<file path="config.mk">
export PLATFORM = sky130hd
export DESIGN_NAME = cvsd_outq_flat
export DESIGN_NICKNAME = d
export VERILOG_FILES = /design/src/rtl/cvsd_pkg.sv /design/src/rtl/cvsd_if.sv /design/src/rtl/cvsd_outq.sv /design/src/flat_wrapper.sv
export SDC_FILE = /design/constraint.sdc
export NUM_CORES = 1
export LEC_CHECK = 0
export ABC_AREA = 1
export BUFFER_PORTS_ARGS = -buffer_cell sky130_fd_sc_hd__buf_2
export CAP_MARGIN = 10
export CORE_MARGIN = 4
export CORE_UTILIZATION = 53
export DETAILED_ROUTE_END_ITERATION = 7
export PLACE_DENSITY = 0.81
export SYNTH_ARGS = -nofsm -noshare
export SYNTH_HDL_FRONTEND = slang
export SYNTH_SLANG_ARGS = --single-unit
</file>
<file path="constraint.sdc">
create_clock -name i_clk -period 3 [get_ports i_clk]
set_clock_uncertainty 0.15 [all_clocks]
set_input_delay 0.3 -clock i_clk [delete_from_list [all_inputs] [get_ports i_clk]]
set_output_delay 0.3 -clock i_clk [all_outputs]
set_load 0.01 [all_outputs]
</file>
<file path="src/rtl/cvsd_pkg.sv">
// Package for the class value square dilation block.
// Holds the field widths, register indexes, codes and the structs shared by
// the modules; no dependencies.
package cvsd_pkg;

    // Field widths of the channels and the registers.
    localparam int CLASS_W = 8;
    localparam int RADIUS_W = 4;
    localparam int ROWS_W = 15;
    localparam int COLS_W = 14;
    localparam int CFG_IDX_W = 3;
    localparam int CFG_DATA_W = 15;

    // Default sizing of the block.
    localparam int DEF_MAX_COLS = 8192;
    localparam int DEF_MAX_ROWS = 16384;
    localparam int DEF_MAX_RADIUS = 8;

    // Register values after reset.
    localparam logic [CLASS_W-1:0] SEARCH_RST = 8'd0;
    localparam logic [CLASS_W-1:0] FILL_RST = 8'd1;
    localparam logic [RADIUS_W-1:0] RADIUS_RST = 4'd1;
    localparam logic [ROWS_W-1:0] ROWS_RST = 15'd1;
    localparam logic [COLS_W-1:0] COLS_RST = 14'd1;

    // Item codes on the input channel.
    localparam logic OP_PIXEL = 1'b0;
    localparam logic OP_DRAIN = 1'b1;

    // Register indexes on the configuration channel.
    typedef enum logic [CFG_IDX_W-1:0] {
        CFG_SEARCH = 3'd0,
        CFG_FILL   = 3'd1,
        CFG_RADIUS = 3'd2,
        CFG_ROWS   = 3'd3,
        CFG_COLS   = 3'd4
    } t_cfg_idx;

    // Current register contents.
    typedef struct packed {
        logic [CLASS_W-1:0]  search_class;
        logic [CLASS_W-1:0]  fill_class;
        logic [RADIUS_W-1:0] radius;
        logic [ROWS_W-1:0]   frame_rows;
        logic [COLS_W-1:0]   frame_cols;
    } t_live_cfg;

    // One result item.
    typedef struct packed {
        logic [CLASS_W-1:0] dilated_class;
        logic               frame_last;
    } t_result;

    // Result handed from the core to the output queue.
    typedef struct packed {
        logic    valid;
        t_result res;
    } t_push;

    // Output queue fill state seen by the core.
    typedef struct packed {
        logic [1:0] cnt;
        logic       pop;
    } t_q_stat;

endpackage

</file>
<file path="src/rtl/cvsd_if.sv">


interface cvsd_res_if;
    logic                         valid;
    logic                         ready;
    logic [cvsd_pkg::CLASS_W-1:0] dilated_class;
    logic                         frame_last;
    modport source (output valid, dilated_class, frame_last, input ready);
    modport sink (input valid, dilated_class, frame_last, output ready);
endinterface


</file>
<file path="src/rtl/cvsd_outq.sv">
// Two-entry output queue that decouples the core from result backpressure.
// Depends on cvsd_pkg and the cvsd_res_if interface.
module cvsd_outq (
    input  logic              i_clk,
    input  logic              i_rst_n,
    input  cvsd_pkg::t_push   i_push,
    output cvsd_pkg::t_q_stat o_qstat,
    cvsd_res_if.source        o_res
);

    cvsd_pkg::t_result r_data [2];
    logic              r_wp;
    logic              r_rp;
    logic [1:0]        r_cnt;
    logic              pop;

    assign o_res.valid = (r_cnt != 2'd0);
    assign o_res.dilated_class = r_data[r_rp].dilated_class;
    assign o_res.frame_last = r_data[r_rp].frame_last;
    assign pop = o_res.valid && o_res.ready;
    assign o_qstat.cnt = r_cnt;
    assign o_qstat.pop = pop;

    // Entry storage.
    always_ff @(posedge i_clk) begin
        if (i_push.valid) begin
            r_data[r_wp] <= i_push.res;
        end
    end

    // Pointers and fill count.
    always_ff @(posedge i_clk) begin
        if (!i_rst_n) begin
            r_wp <= 1'b0;
            r_rp <= 1'b0;
            r_cnt <= 2'd0;
        end else begin
            if (i_push.valid) begin
                r_wp <= ~r_wp;
            end
            if (pop) begin
                r_rp <= ~r_rp;
            end
            r_cnt <= r_cnt + {1'b0, i_push.valid} - {1'b0, pop};
        end
    end

endmodule

</file>
<file path="src/flat_wrapper.sv">
// flat-port wrapper written by rule: the top's interface ports become plain ports
module cvsd_outq_flat 
  (i_clk, i_rst_n, i_push, o_qstat, o_res_valid, o_res_dilated_class, o_res_frame_last, o_res_ready);
  cvsd_res_if o_res_i ();
  input  logic i_clk;
  input  logic i_rst_n;
  input  cvsd_pkg::t_push i_push;
  output cvsd_pkg::t_q_stat o_qstat;
  output wire logic [$bits(o_res_i.valid)-1:0] o_res_valid;
  output wire logic [$bits(o_res_i.dilated_class)-1:0] o_res_dilated_class;
  output wire logic [$bits(o_res_i.frame_last)-1:0] o_res_frame_last;
  input wire logic [$bits(o_res_i.ready)-1:0] o_res_ready;
  assign o_res_valid = o_res_i.valid;
  assign o_res_dilated_class = o_res_i.dilated_class;
  assign o_res_frame_last = o_res_i.frame_last;
  assign o_res_i.ready = o_res_ready;
  cvsd_outq u_core (.i_clk(i_clk), .i_rst_n(i_rst_n), .i_push(i_push), .o_qstat(o_qstat), .o_res(o_res_i));
endmodule
</file>
==> impl_metrics.env <==
export IMPL_wl_um=1370
export IMPL_setup_viol=0
export IMPL_synthToLayoutAreaGrowth_pct=16.6
export IMPL_dr_pass1_iters=3
export IMPL_synth_area_um2=928
export IMPL_ys_ff_latch=23
export IMPL_yosysWarnings=0
export IMPL_worst_setup_path_end_kind="primary output"
export IMPL_critPathKind="register to primary output"
export IMPL_irDropWorstVdd_mv=0.491
export IMPL_yosysSeqAreaShare=0.690
export IMPL_cts_buffer_depth=2
export IMPL_cts_made_buffers=3
export IMPL_initial_core_util=0.589
export IMPL_post_cts_resized=0
export IMPL_cp_start_kind="register"
export IMPL_gp_congestion=0.717
export IMPL_p_leak_nw=0.496
export IMPL_drtIter0Drc=6
export IMPL_synth_top_area_cell="edfxtp_1"
export IMPL_core_um2=1580
export IMPL_num_vias=540
export IMPL_relSlewSlack=0.505
export IMPL_place_area_um2=1050
export IMPL_antenna_left=0
export IMPL_clk_latency_ns=0.30
export IMPL_hpwlAfterDp_um=1040
export IMPL_ios=26
export IMPL_place_inst=103
export IMPL_finalSetupTns_ns=0
export IMPL_root_buffer="clkbuf_4"
export IMPL_grt_use_total=0.122
export IMPL_grt_max_degree=14
export IMPL_htreeDepth=1
export IMPL_status="finished clean"
export IMPL_post_cts_buffers=0
export IMPL_clock_sinks=23
export IMPL_cts_hold_buf=0
export IMPL_wl_met1_um=601
export IMPL_min_period_ns=1.94
export IMPL_drv_cap=0
export IMPL_power_density_nw_per_um2=727
export IMPL_worstMarginPinSlew_ns=0.739
export IMPL_clkTransAtPathRegs_ns=0.13
export IMPL_grt_pass1_wl_um=2250
export IMPL_synth_cell_types=11
export IMPL_required_ns=2.55
export IMPL_drive_above_1_share=0.418
export IMPL_wl_met2_um=668
export IMPL_grt_overflow_total=0
export IMPL_diodes=0
export IMPL_antenna_found_initial=0
export IMPL_syn_area_per_cell_um2=14.5
export IMPL_maxUsedRoutingLayer="met4"
export IMPL_routedWlPerCell_um=12.8
export IMPL_arrival_ns=1.49
export IMPL_period_share=0.648
export IMPL_rsz0062_at_grt="no"
export IMPL_fill_cells=124
export IMPL_nets=107
export IMPL_synthTopCellsByArea="edfxtp_1 58%, mux2_4 15%, dfxtp_1 11%"
export IMPL_fin_cells=107
export IMPL_port_buffers=25
export IMPL_grt_pass1_vias=519
export IMPL_fp_dieW_um=49.9
export IMPL_final_util=0.687
export IMPL_synthesis_nets=79
export IMPL_whs_ns=0.0171
export IMPL_slew_viol_final=0
export IMPL_final_area_um2=1080
export IMPL_finalHoldViolCount=0
export IMPL_route_met3_wl_um=79
export IMPL_avgViaCountPerCell=5.05
export IMPL_timing_fmax_mhz=515
export IMPL_tritoncts="done"
export IMPL_yosysTopAreaCellShare=0.582
export IMPL_path_max_fanout=9
export IMPL_die_area_um2=2490
export IMPL_fp_dieH_um=49.9
export IMPL_row_count=14
export IMPL_route_detailed_drc=0
export IMPL_hp_class="input pin to register"
export IMPL_synth_cells=64
-- area by class of cell --
class	count	area, um^2	share of cell area
clock buffer	3	22.5	0.0208
clock inverter	1	5.00	0.00462
inverter	8	30.0	0.0277
multi-input combinational	31	239	0.221
sequential	23	641	0.592
tap	16	20.0	0.0185
timing repair buffer	25	125	0.116
-- cells by family (layout without fill, tap and decap cells) --
family	after synthesis	count (layout)	synth area share
adders and majority gates	2	2	0.0269
muxes	9	9	0.146
DFF	23	23	0.690
and+or+nand+nor	19	19	0.0795
AOI/OAI and AO/OA	1	1	0.00539
buffers and inverters	10	37	0.0526
-- path summary, 6_finish.rpt --
check        depth (start not counted)  slack (ns)                       endpoint                       start
max reg2reg                         10        1.38     u_core.r_cnt[1]$_SDFF_PN0_  u_core.r_cnt[1]$_SDFF_PN0_
min                                  1        0.02  u_core.r_data[1][5]$_DFFE_PP_                   i_push[5]
min reg2reg                          2        0.37       u_core.r_wp$_SDFFE_PN0P_    u_core.r_wp$_SDFFE_PN0P_
max                                  2        1.06         o_res_dilated_class[3]                    register
-- stage by stage --
stage | total power, mW | setup slack, ns
after global routing | 0.837 | 0.967
final | 0.787 | 1.06
after CTS | 0.794 | 1.03
after global placement | 0.647 | 1.40
after detailed placement | 0.658 | 1.37
after floorplan | 0.588 | 1.47
-- placed cells by master (no fill, tap or decap) --
| cell | count |
|---|---|
| nand3_1 | 2 |
| a21oi_1 | 1 |
| dfxtp_1 | 5 |
| nand2_1 | 8 |
| buf_2 | 25 |
| clkbuf_4 | 3 |
| mux2_4 | 9 |
| ha_1 | 2 |
| edfxtp_1 | 18 |
| nor2_1 | 9 |
| inv_1 | 8 |
| clkinv_2 | 1 |
-- state kept, by name, indices dropped and copies added (netlist names), named ones only --
signal         count
u_core.r_rp        1
u_core.r_data     18
u_core.r_wp        1
u_core.r_cnt       2
-- metal layers --
metal  up-vias  global-route usage
li1        269                   -
met1       251               0.149
met2        17               0.205
met3         3              0.0271
met4         0              0.0553
met5         -                   0
-- cells in the mapped netlist --
library cell and number:
dfxtp_1 5, nor2_1 9, ha_1 2, mux2_4 9, edfxtp_1 18, inv_1 8, buf_4 1, nand2_1 8
a21oi_1 1, nand3_1 2, buf_6 1
-- where the power goes --
group / switching, mW / leakage [nW] / internal [mW]
Combinational: 0.112 / 0.268 / 0.118
Clock: 0.0916 / 0.0177 / 0.0498
Sequential: 0.0353 / 0.210 / 0.380
-- critical path, stage by stage, from the launching register on --
cell and delay [ns]:
dfxtp_1 0.70, mux2_4 0.35, buf_2 0.14
Power figures use the tool's default switching activity.
