File: config.mk
export PLATFORM = sky130hd
export DESIGN_NAME = cvsd_cfg_flat
export DESIGN_NICKNAME = d
export VERILOG_FILES = /design/src/rtl/cvsd_pkg.sv /design/src/rtl/cvsd_if.sv /design/src/rtl/cvsd_cfg.sv /design/src/flat_wrapper.sv
export SDC_FILE = /design/constraint.sdc
export NUM_CORES = 1
export LEC_CHECK = 0
export BUFFER_PORTS_ARGS = -buffer_cell sky130_fd_sc_hd__buf_4
export CAP_MARGIN = 20
export CELL_PAD_IN_SITES_DETAIL_PLACEMENT = 0
export CELL_PAD_IN_SITES_GLOBAL_PLACEMENT = 1
export CORE_UTILIZATION = 38
export DETAILED_ROUTE_END_ITERATION = 8
export PLACE_DENSITY_LB_ADDON = 0.1
export SKIP_LAST_GASP = 1
export SYNTH_ARGS = -nofsm -noshare
export SYNTH_HDL_FRONTEND = slang
export SYNTH_SLANG_ARGS = --single-unit
File: constraint.sdc
create_clock -name i_clk -period 1.85 [get_ports i_clk]
set_input_delay 0.0925 -clock i_clk [delete_from_list [all_inputs] [get_ports i_clk]]
set_output_delay 0.0925 -clock i_clk [all_outputs]
set_load 0.005 [all_outputs]
File: src/rtl/cvsd_pkg.sv
// Package for the class value square dilation block.
// Holds the field widths, register indexes, codes and the structs shared by
// the modules; no dependencies.
package cvsd_pkg;

    // Field widths of the channels and the registers.
    localparam int CLASS_W = 8;
    localparam int RADIUS_W = 4;
    localparam int ROWS_W = 15;
    localparam int COLS_W = 14;
    localparam int CFG_IDX_W = 3;
    localparam int CFG_DATA_W = 15;

    // Default sizing of the block.
    localparam int DEF_MAX_COLS = 8192;
    localparam int DEF_MAX_ROWS = 16384;
    localparam int DEF_MAX_RADIUS = 8;

    // Register values after reset.
    localparam logic [CLASS_W-1:0] SEARCH_RST = 8'd0;
    localparam logic [CLASS_W-1:0] FILL_RST = 8'd1;
    localparam logic [RADIUS_W-1:0] RADIUS_RST = 4'd1;
    localparam logic [ROWS_W-1:0] ROWS_RST = 15'd1;
    localparam logic [COLS_W-1:0] COLS_RST = 14'd1;

    // Item codes on the input channel.
    localparam logic OP_PIXEL = 1'b0;
    localparam logic OP_DRAIN = 1'b1;

    // Register indexes on the configuration channel.
    typedef enum logic [CFG_IDX_W-1:0] {
        CFG_SEARCH = 3'd0,
        CFG_FILL   = 3'd1,
        CFG_RADIUS = 3'd2,
        CFG_ROWS   = 3'd3,
        CFG_COLS   = 3'd4
    } t_cfg_idx;

    // Current register contents.
    typedef struct packed {
        logic [CLASS_W-1:0]  search_class;
        logic [CLASS_W-1:0]  fill_class;
        logic [RADIUS_W-1:0] radius;
        logic [ROWS_W-1:0]   frame_rows;
        logic [COLS_W-1:0]   frame_cols;
    } t_live_cfg;

    // One result item.
    typedef struct packed {
        logic [CLASS_W-1:0] dilated_class;
        logic               frame_last;
    } t_result;

    // Result handed from the core to the output queue.
    typedef struct packed {
        logic    valid;
        t_result res;
    } t_push;

    // Output queue fill state seen by the core.
    typedef struct packed {
        logic [1:0] cnt;
        logic       pop;
    } t_q_stat;

endpackage

File: src/rtl/cvsd_if.sv


interface cvsd_cfg_if;
    logic                            valid;
    logic                            ready;
    logic [cvsd_pkg::CFG_IDX_W-1:0]  index;
    logic [cvsd_pkg::CFG_DATA_W-1:0] data;
    modport source (output valid, index, data, input ready);
    modport sink (input valid, index, data, output ready);
endinterface

File: src/rtl/cvsd_cfg.sv
// Configuration register file of the class value square dilation block.
// Depends on cvsd_pkg and the cvsd_cfg_if interface.
module cvsd_cfg (
    input  logic                i_clk,
    input  logic                i_rst_n,
    cvsd_cfg_if.sink            i_cfg,
    output cvsd_pkg::t_live_cfg o_live
);

    cvsd_pkg::t_live_cfg r_live;

    // Writes are always taken; unknown indexes are dropped.
    assign i_cfg.ready = 1'b1;
    assign o_live = r_live;

    // Register writes.
    always_ff @(posedge i_clk) begin
        if (!i_rst_n) begin
            r_live.search_class <= cvsd_pkg::SEARCH_RST;
            r_live.fill_class <= cvsd_pkg::FILL_RST;
            r_live.radius <= cvsd_pkg::RADIUS_RST;
            r_live.frame_rows <= cvsd_pkg::ROWS_RST;
            r_live.frame_cols <= cvsd_pkg::COLS_RST;
        end else if (i_cfg.valid) begin
            case (i_cfg.index)
                cvsd_pkg::CFG_SEARCH: begin
                    r_live.search_class <= i_cfg.data[cvsd_pkg::CLASS_W-1:0];
                end
                cvsd_pkg::CFG_FILL: begin
                    r_live.fill_class <= i_cfg.data[cvsd_pkg::CLASS_W-1:0];
                end
                cvsd_pkg::CFG_RADIUS: begin
                    r_live.radius <= i_cfg.data[cvsd_pkg::RADIUS_W-1:0];
                end
                cvsd_pkg::CFG_ROWS: begin
                    r_live.frame_rows <= i_cfg.data[cvsd_pkg::ROWS_W-1:0];
                end
                cvsd_pkg::CFG_COLS: begin
                    r_live.frame_cols <= i_cfg.data[cvsd_pkg::COLS_W-1:0];
                end
                default: begin
                end
            endcase
        end
    end

endmodule

File: src/flat_wrapper.sv
// flat-port wrapper written by rule: the top's interface ports become plain ports
module cvsd_cfg_flat 
  (i_clk, i_rst_n, o_live, i_cfg_valid, i_cfg_index, i_cfg_data, i_cfg_ready);
  cvsd_cfg_if i_cfg_i ();
  input  logic i_clk;
  input  logic i_rst_n;
  output cvsd_pkg::t_live_cfg o_live;
  input wire logic [$bits(i_cfg_i.valid)-1:0] i_cfg_valid;
  input wire logic [$bits(i_cfg_i.index)-1:0] i_cfg_index;
  input wire logic [$bits(i_cfg_i.data)-1:0] i_cfg_data;
  output wire logic [$bits(i_cfg_i.ready)-1:0] i_cfg_ready;
  assign i_cfg_i.valid = i_cfg_valid;
  assign i_cfg_i.index = i_cfg_index;
  assign i_cfg_i.data = i_cfg_data;
  assign i_cfg_ready = i_cfg_i.ready;
  cvsd_cfg u_core (.i_clk(i_clk), .i_rst_n(i_rst_n), .i_cfg(i_cfg_i), .o_live(o_live));
endmodule
==> run summary, run 1 <==
first-pass GRT wire length -> 6350 um
top_reg_cell synth -> dfxtp_1
critical path class -> input pin to flop
met3 Usage GRT -> 6.67%
DR WL/cell -> 12.3 um
cell taking the most area after synthesis -> dfxtp_1
via count -> 1,424
final setup vio count -> 0
Clock Skews -> 0 ns
Critical Path AT -> 1.17 ns
cts repair resizes -> 0
overall die area -> 0.00519 mm2
share of layout cells above drive strength 1 -> 33.6%
Max IR drop VDD -> 0.000681 V
nature of the critical path endpoint -> flop
syn nets -> 204
Post-Route Setup TNS -> 0 ns
Tot GR Track Use -> 16.0%
min Tclk post-route -> 1.00 ns
hold crit path type -> input pin to flop
Initial Utilization -> 39.5%
DR iter-0 viols -> 51
Die H -> 72.1 um
ratio of final minimum period to clock period -> 54.2%
number of max-cap violations -> 0
Least-Margin Pin Slew -> 0.517 ns
Setup Fix Bufs, Post-CTS -> 0
Slew Viols, Final -> 0
pre-CTS setup slack -> 0.543 ns
met2 usage -> 23.5%
Worst-Skew Late Latency -> 0.29 ns
Yosys cell types -> 13
Nets -> 270
CTS root buf -> clkbuf_8
dpl cell area -> 0.00242 mm2
Worst Min Path Start -> i_cfg_data[0]
hold_buf cts -> 0
Peak Freq -> 0.998 GHz
clk slew on worst S/H paths -> 0.08 ns
sequential cell area fraction in the yosys report -> 52.6%
RSZ-0062 raised after global routing -> false
crit path launch -> i_cfg_index[2]
clock buffer count from CTS -> 5
largest fanout on the critical path -> 8
vias in the first global route -> 1,278
diode count -> 0
# clock sinks -> 49
busiest grt layer -> met2
Inst Count DP -> 309
number of flops mapped to enable cells by yosys -> 0
Row Count -> 25
max reg flops -> 49
DRT Pass-1 Iters -> 4
list of most frequent post-synthesis cells -> nand2_1 (60), dfxtp_1 (49), mux2i_1 (49), clkbuf_1 (7), nor2b_1 (5)
flop2flop setup slack -> 1.23 ns
CTS max path bufs -> 2
largest net degree at the start of global routing -> 33
overall power -> 2.06 mW
Syn Area/Cell -> 10.2 um2
Port Buffer Count -> 69
die span in x -> 72.1 um
Mapped Area -> 0.00187 mm2
FILL cells -> 454
Slew Limit Headroom -> 65.6%
synthesis warning total -> 0
CTS tree -> done
count leader, synth -> nand2_1
Overflow after GRT -> 0
Area growth syn-to-layout -> 36.4%
hold_ws -> 0.0529 ns
initial antenna violation count -> 0
share of Yosys cell area claimed by the top area cell type -> 52.6%
status -> complete, no violations
startpoint types -> input pin
Non-Filler Instances -> 317
Total Wirelength -> 3910 um
reg2reg start -> u_core.o_live[14]
hpwl dp -> 2770 um
Gate Count Post-Synth -> 183
Static Leak -> 1.26 nW
CORE AREA -> 0.00472 mm2
largest cells by area after synthesis -> dfxtp_1 (53%), mux2i_1 (26%), nand2_1 (12%)
Vias/cell -> 4.49
# IOs -> 71
number of synthesized register bits -> 49
placer congestion estimate -> 0.677
async set-reset flop share out of synthesis -> 0%
H-Tree Depth -> 2
Design Area, Final -> 0.00254 mm2
Worst Path Required -> 2.02 ns
DRC viols -> 0
Pwr Density -> 809 mW/mm2
M1 GR Usage -> 21.6%
residual antenna-violating net count after detailed routing -> 0
post-layout util -> 53.9%
final hold vios -> 0
post-route setup slack -> 0.848 ns
[per-layer routing]
metal	vias up	wire, um
met5	-	0
met4	0	42
met3	5	273
met2	39	1730
met1	647	1860
li1	733	-
[critical path, cell delays in order]
cell,delay [ns]
buf_4,0.12
or4b_1,0.76
mux2i_1,0.20
[layout by cell type, fill, tap and decap left out]
cell type,synthesis,routed
clkbuf_8,0,6
bufinv_16,0,1
nand2_1,60,60
nand4bb_1,1,1
mux2i_1,49,49
buf_4,2,73
clkinvlp_4,0,1
conb_1,1,1
or4b_1,1,1
dfxtp_1,49,49
nand4b_2,1,1
and4bb_2,2,2
nor2b_1,5,5
[path summary, 6_finish.rpt]
kind | end | cells past startpoint
setup / recovery | u_core.o_live[44] | 3
hold / removal | u_core.o_live[41] | 3
setup reg to reg | u_core.o_live[14] | 2
hold reg to reg | u_core.o_live[28] | 2
[kinds of logic (layout without fill, tap and decap cells)]
group / after synthesis / after routing / share of synthesized area (%)
other: 1 / 1 / 0.201
and+or+nand+nor: 70 / 70 / 17.0
muxes: 49 / 49 / 26.3
DFF: 49 / 49 / 52.6
buffers and inverters: 14 / 81 / 3.89
[report_power, final]
part           total, mW  switching (mW)  leakage (nW)  internal, mW
sequential          1.09          0.0116         0.397          1.08
combinational      0.167          0.0796         0.807        0.0879
clock              0.803           0.363        0.0574         0.440
[layout make-up]
type | instances | area [um2] | area share (%)
well taps | 67 | 83.8 | 3.29
clock buffers | 6 | 82.6 | 3.24
flip-flops and latches | 49 | 981 | 38.5
repair buffers | 73 | 548 | 21.5
clock inverters | 2 | 37.5 | 1.47
multi-input cells | 120 | 812 | 31.9
Power figures use the tool's default switching activity.
==> run 2: changes to the inputs <==
--- a/config.mk
+++ b/config.mk
@@ -9,7 +9,7 @@
 export CAP_MARGIN = 20
 export CELL_PAD_IN_SITES_DETAIL_PLACEMENT = 0
 export CELL_PAD_IN_SITES_GLOBAL_PLACEMENT = 1
-export CORE_UTILIZATION = 38
+export CORE_UTILIZATION = 32
 export DETAILED_ROUTE_END_ITERATION = 8
 export PLACE_DENSITY_LB_ADDON = 0.1
 export SKIP_LAST_GASP = 1
==> constraint.sdc (replaced) <==
create_clock -name i_clk -period 0.9 [get_ports i_clk]
set_input_delay 0.045 -clock i_clk [delete_from_list [all_inputs] [get_ports i_clk]]
set_output_delay 0.045 -clock i_clk [all_outputs]
set_load 0.005 [all_outputs]
==> run summary, run 2 (synthesis gave the netlist of run 1 again) <==
clk slew on worst S/H paths -> 0.10 ns
Sw Ratio -> 21.3%
largest fanout on the critical path -> 2
status -> complete, no violations
clock power share -> 41.6%
Overflow after GRT -> 0
DRT Pass-1 Iters -> 4
die span in x -> 78.4 um
Initial Utilization -> 33.5%
DRC viols -> 0
hpwl dp -> 3060 um
Design Area, Final -> 0.00269 mm2
vias in the first global route -> 1,397
Vias/cell -> 4.35
RSZ-0062 raised after global routing -> false
final setup vio count -> 0
Worst setup endpoint -> o_live[45]
hold crit path type -> input pin to flop
worst path bufs/invs -> 1
Critical Path AT -> 0.79 ns
Die H -> 78.4 um
DR iter-0 viols -> 63
CP Cell Sequence -> buf_4
commonest non-fill, non-tap cell in the layout -> buf_4
placer congestion estimate -> 0.670
# clock sinks -> 49
clock buffer count from CTS -> 5
Port Buffer Count -> 69
Comb pwr share -> 8.7%
startpoint types -> flop
diode count -> 0
Static Leak -> 1.33 nW
overall power -> 4.51 mW
first-pass GRT wire length -> 6910 um
initial antenna violation count -> 0
Slew Viols, Final -> 0
H-Tree Depth -> 2
ratio of final minimum period to clock period -> 92.4%
Area growth syn-to-layout -> 44.1%
overall die area -> 0.00614 mm2
number of max-cap violations -> 0
max reg flops -> 49
nature of the critical path endpoint -> output port
Peak Freq -> 1.20 GHz
final hold vios -> 0
Net Sw Power -> 959 uW
Worst-Skew Late Latency -> 0.30 ns
reg2reg start -> u_core.o_live[33]
Total Wirelength -> 4210 um
CP top delay family -> flip-flops
Slowest Stage Delay on Critical Path -> 0.36 ns
Pwr Density -> 1680 mW/mm2
Clock Skews -> 0 ns
CORE AREA -> 0.00557 mm2
commonest non-fill, non-tap cells in the layout -> buf_4 (75), nand2_1 (60), mux2i_1 (49), dfxtp_1 (49)
residual antenna-violating net count after detailed routing -> 0
CP Depth -> 1
CTS root buf -> clkbuf_8
Setup Fix Bufs, Post-CTS -> 0
critical path class -> flop to output port
DR WL/cell -> 12.8 um
Max IR drop VDD -> 0.000756 V
# IOs -> 71
largest net degree at the start of global routing -> 28
min Tclk post-route -> 0.832 ns
dpl cell area -> 0.00253 mm2
Tot GR Track Use -> 14.7%
cts repair resizes -> 0
CTS max path bufs -> 2
flop2flop setup slack -> 0.27 ns
crit path launch -> u_core.o_live[45]
P_int -> 3.55 mW
Worst path slowest cell -> dfxtp_1
Worst Path Required -> 0.85 ns
sequential share of power -> 49.6%
CTS tree -> done
Nets -> 278
share of layout cells above drive strength 1 -> 35.3%
via count -> 1,434
reg-to-reg critical path endpoint -> u_core.o_live[33]
worst-case reg-to-reg path depth -> 2
Row Count -> 27
run 2: cell types whose count changed in the layout (fill, tap and decap cells not counted), sizes merged:
| cell | delta |
|---|---|
| inv | +1 |
| buf | +6 |
| clkinvlp | -1 |
| clkbuf | -1 |
| bufinv | +1 |
| dlygate4sd3 | +2 |
run 2: timing repair:
action | in CTS | in global routing
hold buffers | 2 | 0
setup endpoints to repair | 0 | 0
hold endpoints to repair | 2 | 0
run 2: power groups by stage:
stage               Combinational, mW  Sequential [mW]  Clock [mW]
floorplan                       0.167             2.29           0
global placement                0.392             2.29           0
detailed placement              0.393             2.29           0
CTS                             0.401             2.24        1.94
global route                    0.431             2.25        2.03
finish                          0.393             2.24        1.88
run 2: worst min path at each step:
stage	from	endpoint	cells after the start
final	i_cfg_data[13]	u_core.o_live[27]	3
after global routing	i_cfg_data[10]	u_core.o_live[24]	3
after CTS	i_cfg_data[13]	u_core.o_live[27]	3
after detailed placement	i_cfg_data[14]	u_core.o_live[28]	3
after global placement	i_cfg_data[14]	u_core.o_live[28]	3
after floorplan	i_cfg_data[14]	u_core.o_live[28]	2
run 2: cell type report:
class,count,area (um2)
Sequential cell,49,981
Tap cell,72,90.1
Timing Repair Buffer,81,663
Multi-Input combinational cell,120,816
Clock buffer,5,68.8
Fill cell,559,2890
Clock inverter,3,68.8
run 2: per-layer routing:
layer,GRT usage (%),wire length [um]
met5,0,0
met4,6.11,24
met1,19.4,2040
met2,22.0,1840
met3,4.65,310
run 2: through the flow:
step / utilization, % / worst slack (ns) / std cells / hold slack (ns) / setup TNS (ns)
finish: 48.2 / 0.0680 / 330 / 0.0171 / 0
global route: 48.2 / 0.0190 / 330 / 0.0232 / 0
CTS: 48.2 / 0.0500 / 330 / 0.00580 / 0
detailed placement: 45.4 / -0.169 / 320 / 0.311 / -3.18
global placement: 45.4 / -0.168 / 320 / 0.308 / -2.94
floorplan: - / -0.0400 / 183 / 0.184 / -0.312
